File: src/rtl/rcv_pkg.sv
// Shared types, constants and lookups for the RIFF container validator.
// Used by rcv_front, rcv_back and riff_container_validator.
package rcv_pkg;

  localparam int QueueDepth = 4;
  localparam int CfgIdxW    = 2;
  localparam int CfgDataW   = 33;
  localparam int OutBits    = 160;

  localparam logic [CfgIdxW-1:0] CFG_AVAIL_LEN  = 2'd0;
  localparam logic [CfgIdxW-1:0] CFG_MIN_BODY   = 2'd1;
  localparam logic [CfgIdxW-1:0] CFG_MAX_CHUNKS = 2'd2;

  localparam logic [32:0] RstAvailLen  = 33'd0;
  localparam logic [15:0] RstMinBody   = 16'd12;
  localparam logic [15:0] RstMaxChunks = 16'd4096;

  localparam logic [32:0] HdrLen   = 33'd12;
  localparam logic [32:0] ChunkHdr = 33'd8;
  localparam logic [7:0]  AsciiSpace = 8'h20;
  localparam logic [7:0]  AsciiTilde = 8'h7E;

  typedef enum logic [3:0] {
    PH_HEADER = 4'b0001,
    PH_CHUNK  = 4'b0010,
    PH_BODY   = 4'b0100,
    PH_DONE   = 4'b1000
  } phase_t;

  typedef enum logic [3:0] {
    ERR_NONE    = 4'd0,
    ERR_SHORT   = 4'd1,
    ERR_MAGIC   = 4'd2,
    ERR_PASTEND = 4'd3,
    ERR_SMALL   = 4'd4,
    ERR_FORM    = 4'd5,
    ERR_COUNT   = 4'd6,
    ERR_ID      = 4'd7,
    ERR_OVERRUN = 4'd8,
    ERR_TAIL    = 4'd9
  } err_t;

  typedef struct packed {
    logic [7:0] data;
    logic       first;
    logic       printable;
    logic       space;
  } item_t;

  function automatic logic [7:0] magic_byte(input logic [1:0] idx);
    logic [7:0] b;
    case (idx)
      2'd0:    b = 8'h52;
      2'd1:    b = 8'h49;
      default: b = 8'h46;
    endcase
    return b;
  endfunction

  function automatic logic [3:0] form_kind_of(input logic [31:0] form);
    logic [31:0] kinds [8];
    logic [3:0]  kind;
    kinds[0] = {"E", "V", "A", "W"};
    kinds[1] = {" ", "I", "V", "A"};
    kinds[2] = {"P", "B", "E", "W"};
    kinds[3] = {"N", "O", "C", "A"};
    kinds[4] = {"D", "I", "M", "R"};
    kinds[5] = {"k", "b", "f", "s"};
    kinds[6] = {" ", "S", "L", "D"};
    kinds[7] = {" ", "L", "A", "P"};
    kind = 4'd0;
    for (int i = 7; i >= 0; i--) begin
      if (form == kinds[i]) begin
        kind = 4'(i + 1);
      end
    end
    return kind;
  endfunction

endpackage

File: src/rtl/riff_container_validator.sv
// RIFF container validator, top level: front queue, chunk walker, checks.
// Depends on rcv_pkg, rcv_front and rcv_back.
//
// Usage: stream a candidate file one byte per transfer on s_axis, data in
// tdata, tuser high on byte zero of each file. For each file at most one
// verdict transfer leaves on m_axis, on the byte that decides it; later bytes
// of that file are dropped until tuser marks the next file. The first byte
// after reset counts as byte zero.
// Configuration: write available_length (index 0), min_body_size (index 1)
// and max_chunk_count (index 2) on the cfg channel while no file is in flight;
// cfg_ready is always high.
// Throughput: one byte per clock through the chunk walker while no verdict waits on m_axis_tready.
// With the queue empty, the deciding byte is stored in the queue as it transfers, then judged
// at the queue head; the verdict register it sets drives m_axis_tvalid.
// Reset clears the queue, the walker and the verdict register and loads the
// register defaults 0, 12 and 4096.
// Stall: while a verdict waits on m_axis_tready the walker holds; the queue
// keeps taking up to Depth bytes before s_axis_tready drops.
module riff_container_validator
  import rcv_pkg::*;
#(
  parameter int Depth = QueueDepth
) (
  input  logic                clk,
  input  logic                rst,
  input  logic                s_axis_tvalid,
  output logic                s_axis_tready,
  input  logic [7:0]          s_axis_tdata,   // data_byte
  input  logic                s_axis_tuser,   // first_byte
  output logic                m_axis_tvalid,
  input  logic                m_axis_tready,
  // accepted, error_code[4], size_field[32], carve_len[33], form_code[32],
  // first_id[32], chunk_count[16], pad_past_end, form_kind[4], zero fill
  output logic [OutBits-1:0]  m_axis_tdata,
  input  logic                cfg_valid,
  output logic                cfg_ready,
  input  logic [CfgIdxW-1:0]  cfg_index,
  input  logic [CfgDataW-1:0] cfg_data
);

  item_t head;
  logic  head_valid;
  logic  pop;

  assign cfg_ready = 1'b1;

  rcv_front #(
    .Depth(Depth)
  ) u_front (
    .clk          (clk),
    .rst          (rst),
    .s_axis_tvalid(s_axis_tvalid),
    .s_axis_tready(s_axis_tready),
    .s_axis_tdata (s_axis_tdata),
    .s_axis_tuser (s_axis_tuser),
    .head         (head),
    .head_valid   (head_valid),
    .pop          (pop)
  );

  rcv_back u_back (
    .clk          (clk),
    .rst          (rst),
    .cfg_valid    (cfg_valid && cfg_ready),
    .cfg_index    (cfg_index),
    .cfg_data     (cfg_data),
    .head         (head),
    .head_valid   (head_valid),
    .pop          (pop),
    .m_axis_tvalid(m_axis_tvalid),
    .m_axis_tready(m_axis_tready),
    .m_axis_tdata (m_axis_tdata)
  );

  a_ready_after_reset: assert property (@(posedge clk) rst |=> s_axis_tready)
    else $error("input not ready after reset");

  a_accept_no_error: assert property (@(posedge clk) disable iff (rst)
    m_axis_tvalid && m_axis_tdata[0] |-> m_axis_tdata[4:1] == ERR_NONE)
    else $error("accepted verdict carries an error code");

  a_reject_plain: assert property (@(posedge clk) disable iff (rst)
    m_axis_tvalid && !m_axis_tdata[0] |->
      m_axis_tdata[4:1] != ERR_NONE && !m_axis_tdata[150] && m_axis_tdata[154:151] == 4'd0)
    else $error("rejected verdict with pad flag, kind or no code");

  a_accept_has_chunk: assert property (@(posedge clk) disable iff (rst)
    m_axis_tvalid && m_axis_tdata[0] |-> m_axis_tdata[149:134] != 16'd0)
    else $error("accepted verdict without chunks");

endmodule

File: src/rtl/rcv_front.sv
// Input side: accept bytes, classify them and hold them in a short queue.
// Depends on rcv_pkg.
module rcv_front
  import rcv_pkg::*;
#(
  parameter int Depth = QueueDepth
) (
  input  logic       clk,
  input  logic       rst,
  input  logic       s_axis_tvalid,
  output logic       s_axis_tready,
  input  logic [7:0] s_axis_tdata,   // data_byte
  input  logic       s_axis_tuser,   // first_byte
  output item_t      head,
  output logic       head_valid,
  input  logic       pop
);

  localparam int PtrW = (Depth > 1) ? $clog2(Depth) : 1;
  localparam int CntW = $clog2(Depth + 1);

  item_t           mem [Depth];
  logic [PtrW-1:0] wr_ptr;
  logic [PtrW-1:0] rd_ptr;
  logic [CntW-1:0] count;
  logic            push;
  logic            take;
  item_t           in_item;

  assign s_axis_tready = (count != CntW'(Depth));
  assign head_valid    = (count != '0);
  assign push          = s_axis_tvalid && s_axis_tready;
  assign take          = pop && head_valid;
  assign head          = mem[rd_ptr];

  always_comb begin
    in_item.data      = s_axis_tdata;
    in_item.first     = s_axis_tuser;
    in_item.printable = (s_axis_tdata >= AsciiSpace) && (s_axis_tdata <= AsciiTilde);
    in_item.space     = (s_axis_tdata == AsciiSpace);
  end

  always_ff @(posedge clk) begin
    if (push) begin
      mem[wr_ptr] <= in_item;
    end
  end

  always_ff @(posedge clk) begin
    if (rst) begin
      wr_ptr <= '0;
      rd_ptr <= '0;
      count  <= '0;
    end else begin
      if (push) begin
        wr_ptr <= (wr_ptr == PtrW'(Depth - 1)) ? '0 : wr_ptr + PtrW'(1);
      end
      if (take) begin
        rd_ptr <= (rd_ptr == PtrW'(Depth - 1)) ? '0 : rd_ptr + PtrW'(1);
      end
      if (push && !take) begin
        count <= count + CntW'(1);
      end else if (take && !push) begin
        count <= count - CntW'(1);
      end
    end
  end

endmodule

File: src/rtl/rcv_back.sv
// Parse side: walk header and chunk list one byte per cycle unless a held verdict stalls, hold verdicts.
// Depends on rcv_pkg; fed by rcv_front.
module rcv_back
  import rcv_pkg::*;
(
  input  logic                clk,
  input  logic                rst,
  input  logic                cfg_valid,
  input  logic [CfgIdxW-1:0]  cfg_index,
  input  logic [CfgDataW-1:0] cfg_data,
  input  item_t               head,
  input  logic                head_valid,
  output logic                pop,
  output logic                m_axis_tvalid,
  input  logic                m_axis_tready,
  output logic [OutBits-1:0]  m_axis_tdata
);

  logic [32:0] available_length;
  logic [15:0] min_body_size;
  logic [15:0] max_chunk_count;

  phase_t      phase, phase_next;
  logic [3:0]  idx, idx_next;
  logic [31:0] acc, acc_next;
  logic [31:0] body, body_next;
  logic [32:0] left, left_next;
  logic [31:0] riff, riff_next;
  logic [31:0] form, form_next;
  logic [31:0] fid, fid_next;
  logic [15:0] chunks, chunks_next;
  logic        pad, pad_next;

  phase_t      cur_phase;
  logic [3:0]  cur_idx;
  logic [31:0] cur_acc, cur_body, cur_riff, cur_form, cur_fid;
  logic [32:0] cur_left;
  logic [15:0] cur_chunks;
  logic        cur_pad;

  logic        emit, ok, pad_out, do_walk;
  err_t        err;
  logic [32:0] walk_left;
  logic [31:0] b_shift;
  logic [31:0] word;
  logic [32:0] fmt;
  logic [32:0] rem;
  logic [33:0] left1;
  logic        stall;

  logic        o_valid;
  logic        o_ok;
  err_t        o_err;
  logic [31:0] o_riff;
  logic [32:0] o_fmt;
  logic [31:0] o_form;
  logic [31:0] o_fid;
  logic [15:0] o_count;
  logic        o_pad;
  logic [3:0]  o_kind;

  assign stall = o_valid && !m_axis_tready;
  assign pop   = head_valid && !stall;

  always_ff @(posedge clk) begin
    if (rst) begin
      available_length <= RstAvailLen;
      min_body_size    <= RstMinBody;
      max_chunk_count  <= RstMaxChunks;
    end else if (cfg_valid) begin
      case (cfg_index)
        CFG_AVAIL_LEN:  available_length <= cfg_data;
        CFG_MIN_BODY:   min_body_size    <= cfg_data[15:0];
        CFG_MAX_CHUNKS: max_chunk_count  <= cfg_data[15:0];
        default: ;
      endcase
    end
  end

  always_comb begin
    cur_phase  = head.first ? PH_HEADER : phase;
    cur_idx    = head.first ? 4'd0 : idx;
    cur_acc    = head.first ? 32'd0 : acc;
    cur_body   = head.first ? 32'd0 : body;
    cur_left   = head.first ? 33'd0 : left;
    cur_riff   = head.first ? 32'd0 : riff;
    cur_form   = head.first ? 32'd0 : form;
    cur_fid    = head.first ? 32'd0 : fid;
    cur_chunks = head.first ? 16'd0 : chunks;
    cur_pad    = head.first ? 1'b0 : pad;

    phase_next  = cur_phase;
    idx_next    = cur_idx;
    acc_next    = cur_acc;
    body_next   = cur_body;
    left_next   = cur_left;
    riff_next   = cur_riff;
    form_next   = cur_form;
    fid_next    = cur_fid;
    chunks_next = cur_chunks;
    pad_next    = cur_pad;

    emit      = 1'b0;
    ok        = 1'b0;
    pad_out   = 1'b0;
    err       = ERR_NONE;
    do_walk   = 1'b0;
    walk_left = cur_left;

    b_shift = {24'd0, head.data} << {cur_idx[1:0], 3'b000};
    word    = {head.data, cur_acc[23:0]};
    fmt     = {1'b0, word} + ChunkHdr;
    rem     = cur_left - ChunkHdr;
    left1   = {1'b0, rem} - {2'b00, word};

    case (cur_phase)
      PH_HEADER: begin
        if (cur_idx == 4'd0 && available_length < HdrLen) begin
          emit = 1'b1;
          err  = ERR_SHORT;
        end else if (cur_idx < 4'd4) begin
          if (head.data != magic_byte(cur_idx[1:0])) begin
            emit = 1'b1;
            err  = ERR_MAGIC;
          end else begin
            idx_next = cur_idx + 4'd1;
          end
        end else if (cur_idx < 4'd8) begin
          acc_next = cur_acc | b_shift;
          idx_next = cur_idx + 4'd1;
          if (cur_idx == 4'd7) begin
            riff_next = word;
            acc_next  = 32'd0;
            if (fmt > available_length) begin
              emit = 1'b1;
              err  = ERR_PASTEND;
            end else if (word < {16'd0, min_body_size}) begin
              emit = 1'b1;
              err  = ERR_SMALL;
            end
          end
        end else begin
          if (!head.printable || (cur_idx == 4'd8 && head.space)) begin
            emit = 1'b1;
            err  = ERR_FORM;
          end else begin
            acc_next = cur_acc | b_shift;
            idx_next = cur_idx + 4'd1;
            if (cur_idx >= 4'd11) begin
              form_next = word;
              if (cur_riff < 32'd4) begin
                emit = 1'b1;
                err  = ERR_TAIL;
              end else begin
                left_next = {1'b0, cur_riff} - 33'd4;
                do_walk   = 1'b1;
                walk_left = {1'b0, cur_riff} - 33'd4;
              end
            end
          end
        end
      end
      PH_CHUNK: begin
        if (cur_idx < 4'd4) begin
          if (!head.printable) begin
            emit = 1'b1;
            err  = ERR_ID;
          end else begin
            if (cur_chunks == 16'd0) begin
              fid_next = ((cur_idx == 4'd0) ? 32'd0 : cur_fid) | b_shift;
            end
            idx_next = cur_idx + 4'd1;
          end
        end else begin
          acc_next = cur_acc | b_shift;
          idx_next = cur_idx + 4'd1;
          if (cur_idx >= 4'd7) begin
            if (left1[33]) begin
              emit = 1'b1;
              err  = ERR_OVERRUN;
            end else begin
              chunks_next = cur_chunks + 16'd1;
              left_next   = left1[32:0];
              body_next   = word;
              pad_next    = 1'b0;
              if (word[0]) begin
                if (left1[32:0] == 33'd0) begin
                  emit    = 1'b1;
                  ok      = 1'b1;
                  pad_out = 1'b1;
                end else begin
                  left_next = left1[32:0] - 33'd1;
                  pad_next  = 1'b1;
                end
              end
              if (!emit) begin
                if (word == 32'd0) begin
                  do_walk   = 1'b1;
                  walk_left = left1[32:0];
                end else begin
                  phase_next = PH_BODY;
                end
              end
            end
          end
        end
      end
      PH_BODY: begin
        if (cur_body != 32'd0) begin
          body_next = cur_body - 32'd1;
        end else begin
          pad_next = 1'b0;
        end
        if (body_next == 32'd0 && !pad_next) begin
          do_walk   = 1'b1;
          walk_left = cur_left;
        end
      end
      default: ;
    endcase

    if (do_walk) begin
      if (walk_left >= ChunkHdr) begin
        if (chunks_next >= max_chunk_count) begin
          emit = 1'b1;
          err  = ERR_COUNT;
        end else begin
          phase_next = PH_CHUNK;
          idx_next   = 4'd0;
          acc_next   = 32'd0;
        end
      end else if (walk_left != 33'd0 || chunks_next == 16'd0) begin
        emit = 1'b1;
        err  = ERR_TAIL;
      end else begin
        emit = 1'b1;
        ok   = 1'b1;
      end
    end

    if (emit) begin
      phase_next = PH_DONE;
    end
  end

  always_ff @(posedge clk) begin
    if (rst) begin
      phase  <= PH_HEADER;
      idx    <= 4'd0;
      acc    <= 32'd0;
      body   <= 32'd0;
      left   <= 33'd0;
      riff   <= 32'd0;
      form   <= 32'd0;
      fid    <= 32'd0;
      chunks <= 16'd0;
      pad    <= 1'b0;
    end else if (pop) begin
      phase  <= phase_next;
      idx    <= idx_next;
      acc    <= acc_next;
      body   <= body_next;
      left   <= left_next;
      riff   <= riff_next;
      form   <= form_next;
      fid    <= fid_next;
      chunks <= chunks_next;
      pad    <= pad_next;
    end
  end

  always_ff @(posedge clk) begin
    if (rst) begin
      o_valid <= 1'b0;
    end else begin
      o_valid <= (pop && emit) || stall;
    end
  end

  always_ff @(posedge clk) begin
    if (pop && emit) begin
      o_ok    <= ok;
      o_err   <= err;
      o_riff  <= riff_next;
      o_fmt   <= (cur_phase != PH_HEADER || cur_idx >= 4'd7)
                 ? ({1'b0, riff_next} + ChunkHdr) : 33'd0;
      o_form  <= form_next;
      o_fid   <= (chunks_next != 16'd0) ? fid_next : 32'd0;
      o_count <= chunks_next;
      o_pad   <= ok && pad_out;
      o_kind  <= ok ? form_kind_of(form_next) : 4'd0;
    end
  end

  assign m_axis_tvalid = o_valid;
  assign m_axis_tdata  = {5'd0, o_kind, o_pad, o_count, o_fid, o_form, o_fmt, o_riff,
                          o_err, o_ok};

endmodule

File: config.mk
export PLATFORM = sky130hd
export DESIGN_NAME = riff_container_validator
export DESIGN_NICKNAME = d
export VERILOG_FILES = /design/src/rtl/rcv_pkg.sv /design/src/rtl/riff_container_validator.sv /design/src/rtl/rcv_front.sv /design/src/rtl/rcv_back.sv
export SDC_FILE = /design/constraint.sdc
export NUM_CORES = 2
export LEC_CHECK = 0
export BUFFER_PORTS_ARGS = -buffer_cell sky130_fd_sc_hd__buf_2
export CAP_MARGIN = 0
export CORE_MARGIN = 1.5
export CORE_UTILIZATION = 30
export CTS_CLUSTER_DIAMETER = 120
export DETAILED_ROUTE_END_ITERATION = 8
export GPL_ROUTABILITY_DRIVEN = 0
export PLACE_DENSITY_LB_ADDON = 0.08
export SETUP_SLACK_MARGIN = 0.15
export SLEW_MARGIN = 10
export SYNTH_ARGS = -nofsm -noshare
export SYNTH_HDL_FRONTEND = slang
export SYNTH_SLANG_ARGS = --single-unit
File: constraint.sdc
create_clock -name clk -period 30.9 [get_ports clk]
set_input_delay 6.18 -clock clk [delete_from_list [all_inputs] [get_ports clk]]
set_output_delay 6.18 -clock clk [all_outputs]
set_load 0.02 [all_outputs]
==> metrics.txt <==
status finished clean; layout cells sized above 1 11.6%; Tcrit/Tclk final 33.6%; FMAX 96.4 MHz; I/O Pins 212; Yosys reg bits 484; setup TNS 0 ps; internal power 0.00193 W; core area 0.101 mm2; Overall Power 0.00393 W; Inserted Clock Buffers 60; path category of the worst min-delay check register to register; final setup margin 20,530 ps; CTS sink count 484; CTS max path bufs 3; total gr overflow 0; clk slew on worst S/H paths 60 ps; Post-CTS Setup Bufs 0; combinational fraction of design power 56.4%; fin crit period 10,370 ps; Fin. Hold Viols 0; FFs w/ async S/R, synth 0%; Power Dens Cells 112 mW/mm2; Post-synth EDFFs 199; starting density of the core 30.4%; Max-Cap Viols 0; DRC 0; Worst EP arrival 10,660 ps; synth warn 0; row count 116; Place WS 20,730 ps; clock share of power 19.8%; crit path kind register to register; Syn Inst Count 3,814; via count 30,500; Layout area overhead 14.5%; die extent in y 322 um; die width 322 um; Finished Layout Cells 5,304; Die ar. 0.104 mm2; nets@finish 4,056; CP required 31,190 ps; post-CTS sizing 0; initial antenna violation count 11; Root Buffer clkbuf_16; first-pass GRT wire length 204 mm; Detailed Place HPWL 104 mm; register area share after synthesis 38.2%; switching part of the total 50.9%; pin slew with the least headroom to its limit 1140 ps; Inst Count DP 5,186; worst vdd ir 0.0000857 V; pin count of the biggest net entering global routing 126; unrepaired setup endpoints after global routing no; input/output buffers 205; routed len/inst 26.6 um; htree depth 2; most common flop cell mapped by yosys dfxtp_1; Routed WL 141 mm; GRT Util Overall 26.6%; Worst Setup Start Kind register; Synth Area per Inst 8.02 um2; P_sw 0.00200 W; final slew viol count 0; # hold bufs at CTS 0; DR iter-0 viols 3,333; worst-path maximum fanout 98; CTS tree built; Yosys cell types 105; Syn Std Cell Area 0.0306 mm2; Clock Latency Late Sink 690 ps; Max-slew headroom 23.7%; Pre-antenna DRT Iters 5; Leak Pwr 12.5 nW; Detail Route Antenna Nets 0; Final Setup Violations 0; DR vias/cell 5.75; Hold Worst Slack 454 ps; vias in the first global route 28,600; sequential share of power 23.8%; endpoint class of the critical path register; Fin Clk Skew 38.4 ps
cell type report:
class	count	area, um2
clock buffers	79	1670
diodes	4	10.0
multi-input cells	2920	17300
inverters	153	582
repair buffers	272	1550
fillers	10700	65600
clock inverters	35	487
well taps	1357	1700
flip-flops and latches	484	11700
layout by cell type, fill, tap and decap left out, types with 19 or more instances in the layout:
master,netlist,layout
and3_1,44,44
xnor2_1,93,93
mux2i_1,20,19
edfxtp_1,199,199
nor4_1,86,85
a211oi_1,43,43
nor3_1,123,122
o22ai_1,43,43
or3_1,26,26
nand3_1,109,108
a22oi_1,88,88
nand4_1,61,61
a21o_1,29,29
nor2b_1,19,19
a31oi_1,23,23
dfxtp_1,285,285
clkbuf_16,0,61
o211ai_1,22,22
nor2_1,409,408
xor2_1,55,55
a21oi_1,334,332
inv_1,151,150
ha_1,114,114
nand2_1,590,590
or2_2,19,19
o21a_1,24,24
and2_1,27,27
buf_2,17,204
buf_4,9,66
o21ai_0,181,181
stage by stage:
step | utilization [%] | instance area [um2]
6_report | 34.8 | 35000
5_1_grt | 34.8 | 35000
4_1_cts | 34.8 | 35000
3_5_place_dp | 32.7 | 32800
3_3_place_gp | 32.7 | 32800
2_1_floorplan | - | 30600
power by group through the flow:
stage	Combinational (W)	Sequential, W	Clock, W
2_1_floorplan	0.00127	0.00107	0
3_3_place_gp	0.00218	0.000953	0
3_5_place_dp	0.00216	0.000949	0
4_1_cts	0.00217	0.000937	0.000792
5_1_grt	0.00235	0.000951	0.000816
6_report	0.00222	0.000935	0.000776
final timing paths:
| kind | slack (ps) | startpoint | endpoint | cells past startpoint |
|---|---|---|---|---|
| worst max-delay path | 20530 | register | u_back.o_count[15] | 25 |
| worst min-delay path | 450 | u_back.max_chunk_count[11] | u_back.max_chunk_count[11] | 2 |
| worst max register to register | 20530 | register | u_back.o_count[15] | 25 |
| worst min register to register | 450 | u_back.max_chunk_count[11] | u_back.max_chunk_count[11] | 2 |
cell families (layout without fill, tap and decap cells):
group	after synthesis	count (layout)	synth area share, %
adders and majority gates	116	116	4.79
and+or+nand+nor	1623	1623	24.8
DFF	484	484	38.2
AOI/OAI and AO/OA	989	989	20.9
other	2	10	0.0246
xor gates and xnor gates	148	148	4.24
muxes	38	38	1.69
buffers and inverters	414	539	5.36
sequential cells by signal, summed over array words and instances (netlist names), 3 cells and up, named ones only:
name / flops
u_back.riff: 32
u_back.o_kind: 4
u_front.mem: 44
u_back.o_fid: 32
u_front.count: 3
u_back.available_length: 33
u_back.max_chunk_count: 16
u_back.o_count: 16
u_back.phase: 4
u_back.o_riff: 32
u_back.body: 32
u_back.min_body_size: 16
u_back.idx: 4
u_back.o_form: 32
u_back.chunks: 16
u_back.fid: 32
u_back.o_fmt: 33
u_back.left: 33
u_back.o_err: 4
u_back.acc: 24
u_back.form: 32
worst max-delay path: stages, from the launching register on:
cell	delay, ps
dfxtp_1	780
mux2_2	450
mux2i_4	130
buf_4	460
buf_4	740
nand3_1	200
nor3_1	360
and3_1	250
nand3_1	130
nor3_1	330
and4_1	290
nor4b_1	310
nor4b_1	940
nand3_1	200
xnor2_1	170
ha_1	320
nand4_1	130
nor4_1	420
o221ai_1	230
a211oi_1	670
a211oi_1	200
o21ai_0	150
o21ai_0	140
a31o_2	310
inv_6	640
buf_4	730
synth_stat cells (17+ instances only):
| cell | count | area [um2] |
|---|---|---|
| clkbuf_1 | 211 | 792 |
| a211oi_1 | 43 | 323 |
| buf_1 | 19 | 71.3 |
| o22ai_1 | 43 | 269 |
| nor3_1 | 123 | 616 |
| nor4_1 | 86 | 538 |
| o21ai_0 | 181 | 906 |
| a31oi_1 | 23 | 144 |
| o21a_1 | 24 | 180 |
| a22oi_1 | 88 | 661 |
| o211ai_1 | 22 | 165 |
| xnor2_1 | 93 | 815 |
| nand4_1 | 61 | 382 |
| a21o_1 | 29 | 218 |
| inv_1 | 151 | 567 |
| a21oi_1 | 334 | 1670 |
| dfxtp_1 | 285 | 5710 |
| and3_1 | 44 | 275 |
| nor2_1 | 409 | 1540 |
| nand2b_1 | 18 | 113 |
| xor2_1 | 55 | 482 |
| edfxtp_1 | 199 | 5980 |
| and2_1 | 27 | 169 |
| mux2i_1 | 20 | 200 |
| or2_2 | 19 | 119 |
| nand3_1 | 109 | 546 |
| buf_2 | 17 | 85.1 |
| nand2_1 | 590 | 2210 |
| ha_1 | 114 | 1430 |
| nor4b_1 | 18 | 158 |
| nor2b_1 | 19 | 119 |
| a32oi_1 | 17 | 149 |
| or3_1 | 26 | 163 |
metal layers:
layer	vias to the layer above	global-route usage, %	wire [um]
met5	-	0	92
met3	287	6.06	12600
met2	1337	39.7	60000
met1	14800	36.2	61500
li1	14000	-	-
met4	16	12.3	7030
Power figures use the tool's default switching activity.
